$ cat src/hdl/hlkc_pkg.sv
// Types, codes and SHA-256 constants for the HMAC-tagged LRU key cache.
package hlkc_pkg;

	localparam int HDR_WORDS = 10;
	localparam int TAG_WORDS = 4;
	localparam int KEY_WORDS = 8;
	localparam int HDR_BYTES = 80;
	localparam int KEY_BYTES = 32;
	localparam int INNER_BITS = (64 + HDR_BYTES) * 8;
	localparam int OUTER_BITS = (64 + KEY_BYTES) * 8;

	localparam logic [1:0] MODE_LOOKUP = 2'd0;
	localparam logic [1:0] MODE_PUT    = 2'd1;
	localparam logic [1:0] MODE_CLEAR  = 2'd2;

	localparam logic [1:0] ST_MISS  = 2'd0;
	localparam logic [1:0] ST_HIT   = 2'd1;
	localparam logic [1:0] ST_PUT   = 2'd2;
	localparam logic [1:0] ST_CLEAR = 2'd3;

	typedef enum logic [1:0] {OP_NONE, OP_LOOKUP, OP_PUT, OP_CLEAR} op_t;
	typedef enum logic [1:0] {BUF_HDR, BUF_TAG, BUF_KEY} buf_t;

	typedef struct packed {
		op_t         op;
		logic        wr;
		buf_t        sel;
		logic [3:0]  widx;
		logic [63:0] word;
	} cmd_t;

	typedef enum logic [3:0] {
		B_IDLE, B_FIND, B_KEY, B_HSTART, B_HWAIT, B_HIT, B_HRD, B_HOUT,
		B_MISS, B_EVICT, B_FREE, B_WR, B_PUTOUT, B_CLROUT
	} bst_t;

	typedef enum logic [2:0] {HB_IPAD, HB_HDR0, HB_HDR1, HB_OPAD, HB_DIG} hblk_t;

	localparam logic [255:0] SHA_IV = {
		32'h6a09e667, 32'hbb67ae85, 32'h3c6ef372, 32'ha54ff53a,
		32'h510e527f, 32'h9b05688c, 32'h1f83d9ab, 32'h5be0cd19
	};

	localparam logic [31:0] SHA_K [64] = '{
		32'h428a2f98, 32'h71374491, 32'hb5c0fbcf, 32'he9b5dba5,
		32'h3956c25b, 32'h59f111f1, 32'h923f82a4, 32'hab1c5ed5,
		32'hd807aa98, 32'h12835b01, 32'h243185be, 32'h550c7dc3,
		32'h72be5d74, 32'h80deb1fe, 32'h9bdc06a7, 32'hc19bf174,
		32'he49b69c1, 32'hefbe4786, 32'h0fc19dc6, 32'h240ca1cc,
		32'h2de92c6f, 32'h4a7484aa, 32'h5cb0a9dc, 32'h76f988da,
		32'h983e5152, 32'ha831c66d, 32'hb00327c8, 32'hbf597fc7,
		32'hc6e00bf3, 32'hd5a79147, 32'h06ca6351, 32'h14292967,
		32'h27b70a85, 32'h2e1b2138, 32'h4d2c6dfc, 32'h53380d13,
		32'h650a7354, 32'h766a0abb, 32'h81c2c92e, 32'h92722c85,
		32'ha2bfe8a1, 32'ha81a664b, 32'hc24b8b70, 32'hc76c51a3,
		32'hd192e819, 32'hd6990624, 32'hf40e3585, 32'h106aa070,
		32'h19a4c116, 32'h1e376c08, 32'h2748774c, 32'h34b0bcb5,
		32'h391c0cb3, 32'h4ed8aa4a, 32'h5b9cca4f, 32'h682e6ff3,
		32'h748f82ee, 32'h78a5636f, 32'h84c87814, 32'h8cc70208,
		32'h90befffa, 32'ha4506ceb, 32'hbef9a3f7, 32'hc67178f2
	};

	function automatic logic [31:0] big_sigma0(input logic [31:0] x);
		return {x[1:0], x[31:2]} ^ {x[12:0], x[31:13]} ^ {x[21:0], x[31:22]};
	endfunction

	function automatic logic [31:0] big_sigma1(input logic [31:0] x);
		return {x[5:0], x[31:6]} ^ {x[10:0], x[31:11]} ^ {x[24:0], x[31:25]};
	endfunction

	function automatic logic [31:0] small_sigma0(input logic [31:0] x);
		return {x[6:0], x[31:7]} ^ {x[17:0], x[31:18]} ^ {3'b000, x[31:3]};
	endfunction

	function automatic logic [31:0] small_sigma1(input logic [31:0] x);
		return {x[16:0], x[31:17]} ^ {x[18:0], x[31:19]} ^ {10'b0, x[31:10]};
	endfunction

endpackage

$ cat src/hdl/hlkc_front.sv
// Front end: classifies input words into commands and queues them.
module hlkc_front import hlkc_pkg::*; (
	input  logic        clk,
	input  logic        arst_n,
	input  logic        in_valid,
	output logic        in_stall,
	input  logic [1:0]  mode,
	input  logic [63:0] word,
	input  logic [3:0]  word_index,
	input  logic        final_word,
	output cmd_t        cmd,
	output logic        cmd_valid,
	input  logic        cmd_pop
);

	cmd_t       c;
	logic       keep, push;
	cmd_t       q_q [2];
	logic       wp_q, rp_q;
	logic [1:0] cnt_q;

	always_comb begin
		c.op   = OP_NONE;
		c.wr   = 1'b0;
		c.sel  = BUF_HDR;
		c.widx = word_index;
		c.word = word;
		case (mode)
			MODE_LOOKUP: begin
				c.wr = word_index < 4'(HDR_WORDS + TAG_WORDS);
				if (word_index >= 4'(HDR_WORDS)) begin
					c.sel  = BUF_TAG;
					c.widx = word_index - 4'(HDR_WORDS);
				end
				if (final_word) c.op = OP_LOOKUP;
			end
			MODE_PUT: begin
				c.wr  = word_index < 4'(KEY_WORDS);
				c.sel = BUF_KEY;
				if (final_word) c.op = OP_PUT;
			end
			MODE_CLEAR: begin
				c.op = OP_CLEAR;
			end
			default: ;
		endcase
	end

	// words that neither store nor finish anything are dropped here
	assign keep = c.wr || (c.op != OP_NONE);
	assign in_stall = (cnt_q == 2'd2);
	assign push = in_valid && !in_stall && keep;
	assign cmd_valid = (cnt_q != 2'd0);
	assign cmd = q_q[rp_q];

	always_ff @(posedge clk or negedge arst_n) begin
		if (!arst_n) begin
			wp_q  <= 1'b0;
			rp_q  <= 1'b0;
			cnt_q <= 2'd0;
		end else begin
			if (push) wp_q <= ~wp_q;
			if (cmd_pop) rp_q <= ~rp_q;
			cnt_q <= cnt_q + 2'(push) - 2'(cmd_pop);
		end
	end

	always_ff @(posedge clk) begin
		if (push) q_q[wp_q] <= c;
	end

endmodule

$ cat config.mk
export PLATFORM = sky130hd
export DESIGN_NAME = hlkc_front
export DESIGN_NICKNAME = d
export VERILOG_FILES = /design/src/hdl/hlkc_pkg.sv /design/src/hdl/hlkc_front.sv
export SDC_FILE = /design/constraint.sdc
export NUM_CORES = 1
export LEC_CHECK = 0
export BUFFER_PORTS_ARGS = -buffer_cell sky130_fd_sc_hd__buf_4
export CAP_MARGIN = 20
export CELL_PAD_IN_SITES_DETAIL_PLACEMENT = 0
export CELL_PAD_IN_SITES_GLOBAL_PLACEMENT = 1
export CORE_ASPECT_RATIO = 1.2
export CORE_MARGIN = 5
export CORE_UTILIZATION = 47
export CTS_CLUSTER_DIAMETER = 60
export DETAILED_ROUTE_END_ITERATION = 8
export PLACE_DENSITY = 0.91
export SLEW_MARGIN = 5
export SYNTH_ARGS = -nofsm -noshare
export SYNTH_HDL_FRONTEND = slang
export SYNTH_SLANG_ARGS = --single-unit
$ cat constraint.sdc
create_clock -name clk -period 7.95 [get_ports clk]
set_input_delay 1.9875 -clock clk [delete_from_list [all_inputs] [get_ports clk]]
set_output_delay 1.9875 -clock clk [all_outputs]
set_load 0.01 [all_outputs]
==> results.cfg, run 1 <==
[clock_tree]
clk_path_buf_depth = 2
cts_sinks = 150
postCtsHoldBufs = 0
htree_num_levels = 4
clkSlewWorstSetupHoldPaths_ns = 0.06
cts_tree = yes
numCtsBuffers = 17
post_cts_buffers = 0
clk_latency_ns = 0.40
clockRootBuffer = clkbuf_16
cts_resized = 0

[route]
drc = 0
vias_per_cell = 4.870
drt-wirelength-per-cell_um = 17.39
ant_nets = 0
drt_first_pass_iters = 4
wirelength_um = 10400
vias = 2912
drtIter0Drc = 103

[final_layout]
multi_input_area_um2 = 1099
final_nets = 507
area_growth_pct = 33.99
nFillCells = 817
design_area_um2 = 7556
n_antenna_cell = 0
final_util = 0.6472
final-seq-area_um2 = 4488
drive_gt1_frac = 0.5964

[timing]
relSlewSlack = 0.3243
fin_crit_sh = 0.5193
setup_viol = 0
skew_ns = 0.008190
worst_slew_pin_slew_ns = 1.014
fmax_mhz = 242.2
rsz0062_at_grt = no
worst_slack_ns = 3.822
hold_viol_final = 0
slew_viol_final = 0
tns_ns = 0
period_minus_slack_ns = 4.128

[logic_synthesis]
yosys_warnings = 0
synthesis.nets = 346
seq_area_frac_synth = 0.7952
synthCells = 267
synth-main-ff-cell = edfxtp_1
synth-edff-count = 146
syn_area_um2 = 5639
yosysTopAreaCell = edfxtp_1
synthTopCellsByArea = edfxtp_1, mux2_2, dfrtp_1, ha_1, buf_2
synth_common_cells = edfxtp_1, mux2_2, buf_2, inv_1
synth.avg_cell_area_um2 = 21.12
ys_types = 24
synth_top_area_frac = 0.7775
synthMostInstantiatedCell = edfxtp_1
async_flop_share = 0.02667
synth_seq_cells = 150

[critical_path]
required_ns = 7.99
cp_slowest_cell = nor2b_4
worst_setup_path_end_kind = flip-flop
max_stage_delay_ns = 0.89
setup.worst_path.start_class = input pin
critPathKind = input pin to flip-flop
path_common_cell = buf_4
arrival_ns = 4.17
reg2reg_setup_slack_ns = 5.11
path_buf_inv = 2
path_max_fanout = 39
critical-path-top-delay-family = simple AND/OR/NAND/NOR gates
crit_chain = buf_4 -> nor2b_1 -> o31ai_2 -> nor2b_4 -> buf_4

[worst_hold_path]
hp-class = flip-flop to flip-flop

[power]
vdd_ir_drop_max_uv = 267.9
finalPower_w = 0.002663
power.density_nw_per_um2 = 352.4
p_leak_nw = 2.838

[floorplan]
initial_utilization = 0.4830
row_count = 43
chipHeight_um = 130.0
die_area_um2 = 14300
die_w_um = 110.0
io_pins = 150
core_um2 = 11670

[flow_run]
cap_viol_max_count = 0

[global_routing]
grt_max_degree = 75
grt_pass1_wl_um = 15650
antenna_found_initial = 0
track_usage = 0.1490
overflow = 0
first_global_vias = 3130

[placed_design]
numPortBuffers = 149
place_ws_ns = 3.377
dpl_cell_area_um2 = 6935
gp_congestion = 0.7563
dpl.hpwl_um = 6832

[run_status]
status = complete, no violations
-- kinds of logic (layout without fill, tap and decap cells) --
family,after synthesis,after routing,synth area share
flops,150,150,0.7952
compound gates,7,7,0.01242
buf+inv,15,189,0.01176
simple gates,12,12,0.01642
mux,74,74,0.1475
xor+xnor,5,5,0.007767
fa+ha+maj,4,4,0.008875
-- sequential cells by signal, summed over array words and instances (netlist names) --
| name | cells |
|---|---|
| rp_q | 1 |
| cnt_q | 2 |
| wp_q | 1 |
| q_q | 146 |
-- where the power goes --
part	switching (W)	internal [W]	leakage, nW
logic	0.000304	0.000399	1.16
registers	0.000108	0.00104	1.39
clock network	0.000291	0.000520	0.289
total	0.000703	0.00196	2.84
-- final cells by class --
class                      instances  area share
sequential                       150      0.5940
clock inverter                    10     0.01937
multi-input combinational        102      0.1454
inverter                           7    0.003477
timing repair buffer             150      0.1490
clock buffer                      22     0.06276
tap                              157     0.02600
-- cell usage in the layout (no fill, tap or decap), types with 2 or more instances in the layout --
cell | netlist | routed
nor2b_1 | 4 | 3
bufinv_16 | 0 | 3
clkbuf_16 | 0 | 17
clkbuf_8 | 0 | 3
edfxtp_1 | 146 | 146
nor2_1 | 2 | 2
clkinvlp_4 | 0 | 4
clkinv_4 | 0 | 3
inv_1 | 7 | 7
xnor2_1 | 3 | 3
ha_1 | 4 | 4
dfrtp_1 | 4 | 3
mux2_2 | 73 | 73
clkbuf_1 | 0 | 2
xor2_1 | 2 | 2
buf_4 | 0 | 150
-- per-stage QoR --
stage	hold WS, ns	std cells
floorplan	0.4555	267
global placement	0.5316	566
detailed placement	0.5378	566
CTS	0.5504	598
global route	0.5897	598
finish	0.5483	598
-- final timing paths --
| check | from | to | cells after the start |
|---|---|---|---|
| setup / recovery | word_index[3] | q_q[0][43] | 5 |
| hold / removal | wp_q | wp_q | 1 |
| setup reg to reg | cnt_q[1] | q_q[0][43] | 5 |
| hold reg to reg | wp_q | wp_q | 1 |
| max in group asynchronous | arst_n | rp_q | 1 |
| min in group asynchronous | arst_n | cnt_q[0] | 1 |
-- layer usage --
layer	global-route usage	part of all wire	vias up
met5	0	0	-
li1	-	-	1367
met3	0.06037	0.079	12
met1	0.1632	0.38	1433
met4	0.06016	0.012	0
met2	0.2561	0.53	100
Note: power is estimated with default switching activity, not from simulation.
==> inputs of run 2 (changes only) <==
ABC_AREA = 1   (was default)
CORE_UTILIZATION = 40   (was 47)
PLACE_DENSITY = 0.82   (was 0.91)
clock period = 3.35 ns   (was 7.95 ns; I/O delays follow)
==> run 2 against run 1 <==
Net effect: design area is 2.5% higher; non-clock buffer count grew 4; first-iteration DRC count increased by 35%; count of clock-buffer cells in the layout decreased by 2; sequential share of layout area shrank 1.4 points.
==> results.cfg, run 2 <==
[placed_design]
dpl_cell_area_um2 = 7193
gp_congestion = 0.7220
dpl.hpwl_um = 7367
numPortBuffers = 149

[timing]
skew_ns = 0.006913
setup_viol = 0
fmax_mhz = 373.6
hold_viol_final = 0
relSlewSlack = 0.6207
tns_ns = 0
slew_viol_final = 0
fin_crit_sh = 0.7991
rsz0062_at_grt = no
worst_slew_pin_slew_ns = 0.5689
period_minus_slack_ns = 2.677

[logic_synthesis]
synth_top_family_by_area = multiplexers
async_flop_share = 0.02667
synth-simple-area-share = 0.01280
synthTopCellsByArea = edfxtp_1, mux2_4, mux2_2, dfrtp_1, buf_6
synthCells = 279
synth-main-ff-cell = edfxtp_1
synthMostInstantiatedCell = edfxtp_1
yosys.area_share.adder = 0.008534
synth-edff-count = 146
synthMuxAreaShare = 0.1786
synth_seq_cells = 150
synth_top_area_frac = 0.7476
seq_area_frac_synth = 0.7647
synth_common_cells = edfxtp_1, mux2_4, inv_1, mux2_2
yosys_warnings = 0
synth_compound_area_frac = 0.005547
synthesis.nets = 358
syn_area_um2 = 5864
synthXorXnorAreaFrac = 0.005974
ys_types = 18
yosysTopAreaCell = edfxtp_1
synth.avg_cell_area_um2 = 21.02

[clock_tree]
clk_latency_ns = 0.41
cts_tree = yes
htree_num_levels = 4
post_cts_buffers = 0
postCtsHoldBufs = 0
cts_sinks = 150
numCtsBuffers = 17
clockRootBuffer = clkbuf_16
cts_resized = 0
clkSlewWorstSetupHoldPaths_ns = 0.06
clk_path_buf_depth = 2

[worst_hold_path]
hp-class = input pin to async pin

[floorplan]
die_area_um2 = 17190
initial_utilization = 0.4069
io_pins = 150
chipHeight_um = 142.6
die_w_um = 120.5
core_um2 = 14410
row_count = 48

[global_routing]
grt_max_degree = 75
antenna_found_initial = 0
first_global_vias = 3225
grt_pass1_wl_um = 16450
track_usage = 0.1281
overflow = 0

[route]
wirelength_um = 10660
drc = 0
drt-wirelength-per-cell_um = 16.87
vias_per_cell = 4.639
drt_first_pass_iters = 6
drtIter0Drc = 139
ant_nets = 0
vias = 2932

[final_layout]
regMostFlops = q_q
drive_gt1_frac = 0.5514
design_area_um2 = 7741
area_growth_pct = 32.00
top_regs = q_q: 146 flops, cnt_q: 2 flops
final_nets = 523
n_antenna_cell = 0
largest_reg_flops = 146
layout_common_cells = buf_4, edfxtp_1, mux2_4, clkbuf_16, inv_1
final_common_cell = buf_4

[critical_path]
required_ns = 2.51
worst_setup_path_end_kind = output pin
arrival_ns = 1.84
reg2reg_setup_slack_ns = 1.45
path_max_fanout = 74
r2r-start = cnt_q[1]
crit_end = cmd[2]
setup.worst_path.start_class = flip-flop
worst_r2r_path_depth = 6
crit_start = rp_q
worst_r2r_endpoint = q_q[0][67]
critPathKind = flip-flop to output pin

[power]
pwr-share-clk = 0.273
switchingPower_w = 0.001685
p_seq_frac = 0.398
p_sw_frac = 0.2652
p_leak_nw = 3.125
power.density_nw_per_um2 = 820.8
power_frac_comb = 0.328
internal_power_w = 0.004669
vdd_ir_drop_max_uv = 476.5

[run_status]
status = complete, no violations

[flow_run]
cap_viol_max_count = 0
run 2: cell types whose count changed in the layout (fill, tap and decap cells not counted), moves of 3 or more:
| cell | previous run | this run |
|---|---|---|
| clkbuf_8 | 3 | 0 |
| clkinv_1 | 0 | 7 |
| clkinvlp_4 | 4 | 1 |
| inv_1 | 7 | 14 |
| mux2_2 | 73 | 13 |
| mux2_4 | 0 | 60 |
| nand2_1 | 1 | 8 |
| nor2_1 | 2 | 7 |
| nor2b_1 | 3 | 0 |
run 2: cells by family after synthesis:
group | count (synthesis)
mux | 73
simple gates | 19
flops | 150
xor+xnor | 4
fa+ha+maj | 4
buf+inv | 23
compound gates | 6
run 2: per-layer routing:
metal  share of wire  global-route usage  routed length, µm  up-vias
met5               0                   0                  0        -
met4           0.015             0.05549                159        0
met3           0.074             0.04794                785       15
met2            0.54              0.2276               5713      107
met1            0.38              0.1365               4005     1417
li1                -                   -                  -     1393
run 2: power groups by stage:
stage | sequential [W] | combinational, W | clock [W]
floorplan | 0.00256 | 0.00133 | 0
global placement | 0.00255 | 0.00211 | 0
detailed placement | 0.00257 | 0.00214 | 0
CTS | 0.00254 | 0.00215 | 0.00179
global route | 0.00256 | 0.00224 | 0.00187
finish | 0.00253 | 0.00209 | 0.00174
run 2: cell type report:
type | count | area [µm²]
Tap cell | 175 | 219.0
Timing Repair Buffer | 154 | 1181
Multi-Input combinational cell | 106 | 1247
Clock buffer | 20 | 436.7
Fill cell | 1185 | 6673
Inverter | 15 | 57.56
Clock inverter | 12 | 111.4
Sequential cell | 150 | 4488
run 2: stage by stage:
step           total power, W  setup WS (ns)  cells  hold slack [ns]  utilization
2_1_floorplan        0.003886         0.2543    279           0.4419            -
3_3_place_gp         0.004669         0.8316    600           0.4610       0.4990
3_5_place_dp         0.004713         0.7945    600           0.4680       0.4990
4_1_cts              0.006472         0.6251    632           0.1934       0.5371
5_1_grt              0.006666         0.5896    632           0.1936       0.5371
6_report             0.006354         0.6731    632           0.2165       0.5371
run 2: worst max-delay path, cell delays in order (launching register included):
cell,delay (ns)
dfrtp_4,0.41
buf_12,0.40
mux2_2,0.40
buf_4,0.15
run 2: worst min-delay path by stage:
stage	from	endpoint	slack [ns]
2_1_floorplan	wp_q	wp_q	0.44
3_3_place_gp	wp_q	wp_q	0.46
3_5_place_dp	wp_q	wp_q	0.47
4_1_cts	arst_n	cnt_q[0]	0.19
5_1_grt	arst_n	cnt_q[0]	0.19
6_report	arst_n	cnt_q[0]	0.22
==> inputs of run 3 (changes only) <==
clock period = 2.25 ns   (was 3.35 ns; I/O delays follow)
==> run 3 against run 2 <==
Net effect: wire length grew 2.0%; first-iteration DRC count grew 13%; design area grew 4.8%; critical endpoint is now cmd[60]; highest routed layer unchanged.
==> results.cfg, run 3 (synthesis gave the netlist of run 2 again) <==
[run_status]
status = complete, no violations

[worst_hold_path]
min_from = word[26]
holdPathStages = 1
hp-class = input pin to flip-flop
holdPathEnd = q_q[0][26]

[critical_path]
worst_r2r_endpoint = q_q[1][60]
reg2reg_setup_slack_ns = 0.49
path_max_fanout = 24
setup.worst_path.start_class = flip-flop
cp_slowest_cell = dfrtp_4
path_buf_inv = 2
worst_r2r_path_depth = 6
worst_setup_path_end_kind = output pin
max_stage_delay_ns = 0.54
crit_chain = clkbuf_16 -> mux2_4 -> buf_6
critical-path-top-delay-family = flip-flops
required_ns = 1.69
r2r-start = cnt_q[1]
critPathKind = flip-flop to output pin
arrival_ns = 1.66

[floorplan]
chipHeight_um = 142.6
row_count = 48
die_w_um = 120.5
initial_utilization = 0.4069
die_area_um2 = 17190
io_pins = 150
core_um2 = 14410

[clock_tree]
clk_path_buf_depth = 2
clockRootBuffer = clkbuf_16
numCtsBuffers = 17
clkSlewWorstSetupHoldPaths_ns = 0.06
post_cts_buffers = 0
cts_tree = yes
htree_num_levels = 4
cts_sinks = 150
clk_latency_ns = 0.41

[global_routing]
antenna_found_initial = 0
grt_pass1_wl_um = 16900
first_global_vias = 3328
overflow = 0
grt_max_degree = 50
track_usage = 0.1312

[final_layout]
final_common_cell = edfxtp_1
area_growth_pct = 38.32
largest_reg_flops = 146
n_antenna_cell = 0
final_nets = 527
finalNonFillerCells = 635
drive_gt1_frac = 0.5804
regMostFlops = q_q
layout_common_cells = edfxtp_1, buf_4, mux2_4, buf_6, clkbuf_16
nFillCells = 1109
top_regs = q_q: 146 flops, cnt_q: 2 flops

[route]
drt-wirelength-per-cell_um = 17.12
wirelength_um = 10870
vias = 2966
drc = 0
ant_nets = 0
vias_per_cell = 4.671
drtIter0Drc = 157
drt_first_pass_iters = 4

[power]
internal_power_w = 0.007425
finalPower_w = 0.01008
p_leak_nw = 3.262
pwr-share-clk = 0.268
power.density_nw_per_um2 = 1243
p_sw_frac = 0.2635
power_frac_comb = 0.356
vdd_ir_drop_max_uv = 861.4
switchingPower_w = 0.002656
p_seq_frac = 0.376

[timing]
hold_viol_final = 0
setup_viol = 0
fin_crit_sh = 0.9857
relSlewSlack = 0.7658
worst_slack_ns = 0.03222
skew_ns = 0.007056
period_minus_slack_ns = 2.218
worst_slew_pin_slew_ns = 0.3505
slew_viol_final = 0
tns_ns = 0
fmax_mhz = 450.9
rsz0062_at_grt = yes

[flow_run]
cap_viol_max_count = 0

[placed_design]
place_ws_ns = 0.2321
numPortBuffers = 149
dpl.hpwl_um = 7540
gp_congestion = 0.7468
placed_cells = 602
==> run 3: per-stage QoR <==
step,instance area (µm²),util,hold WS [ns]
6_report,8112,0.5628,0.3364
4_1_cts,8014,0.5560,0.3131
3_5_place_dp,7291,0.5058,0.3668
5_1_grt,8112,0.5628,0.3056
2_1_floorplan,5906,-,0.2669
3_3_place_gp,7291,0.5058,0.3646
==> run 3: timing repair <==
action,CTS,global route
cloned,0,1
endpoints found under the hold margin,4,0
setup endpoints to repair,71,73
resized for setup,37,19
hold buffers,1,0
==> run 3: layer usage <==
layer | GRT usage | routed length (µm) | part of all wire | up-vias
met4 | 0.05549 | 203 | 0.019 | 0
li1 | - | - | - | 1403
met1 | 0.1487 | 4260 | 0.39 | 1435
met3 | 0.05705 | 808 | 0.074 | 19
met5 | 0 | 0 | 0 | -
met2 | 0.2175 | 5599 | 0.51 | 109
==> run 3: power groups by stage <==
stage / Clock (W) / Combinational [W] / Sequential [W]
detailed placement: 0 / 0.00328 / 0.00383
finish: 0.00270 / 0.00359 / 0.00379
global placement: 0 / 0.00324 / 0.00380
floorplan: 0 / 0.00199 / 0.00380
CTS: 0.00278 / 0.00350 / 0.00378
global route: 0.00292 / 0.00381 / 0.00384
==> run 3: cell type report <==
cell class,instances,area (µm²),area share
inverters,15,60.06,0.007404
multi-input cells,106,1285,0.1584
repair buffers,158,1489,0.1836
clock inverters,11,133.9,0.01650
clock buffers,20,436.7,0.05383
well taps,175,219.0,0.02699
flip-flops and latches,150,4488,0.5533
==> run 3: worst max-delay path by stage <==
stage / startpoint / depth (start not counted) / slack, ns / endpoint
after global placement: mode[1] / 7 / 0.26 / q_q[1][43]
after CTS: rp_q / 3 / -0.06 / cmd[65]
after floorplan: mode[0] / 5 / -0.18 / q_q[1][0]
final: rp_q / 3 / 0.03 / cmd[60]
after global routing: rp_q / 3 / -0.03 / cmd[60]
after detailed placement: mode[0] / 7 / 0.23 / q_q[1][51]
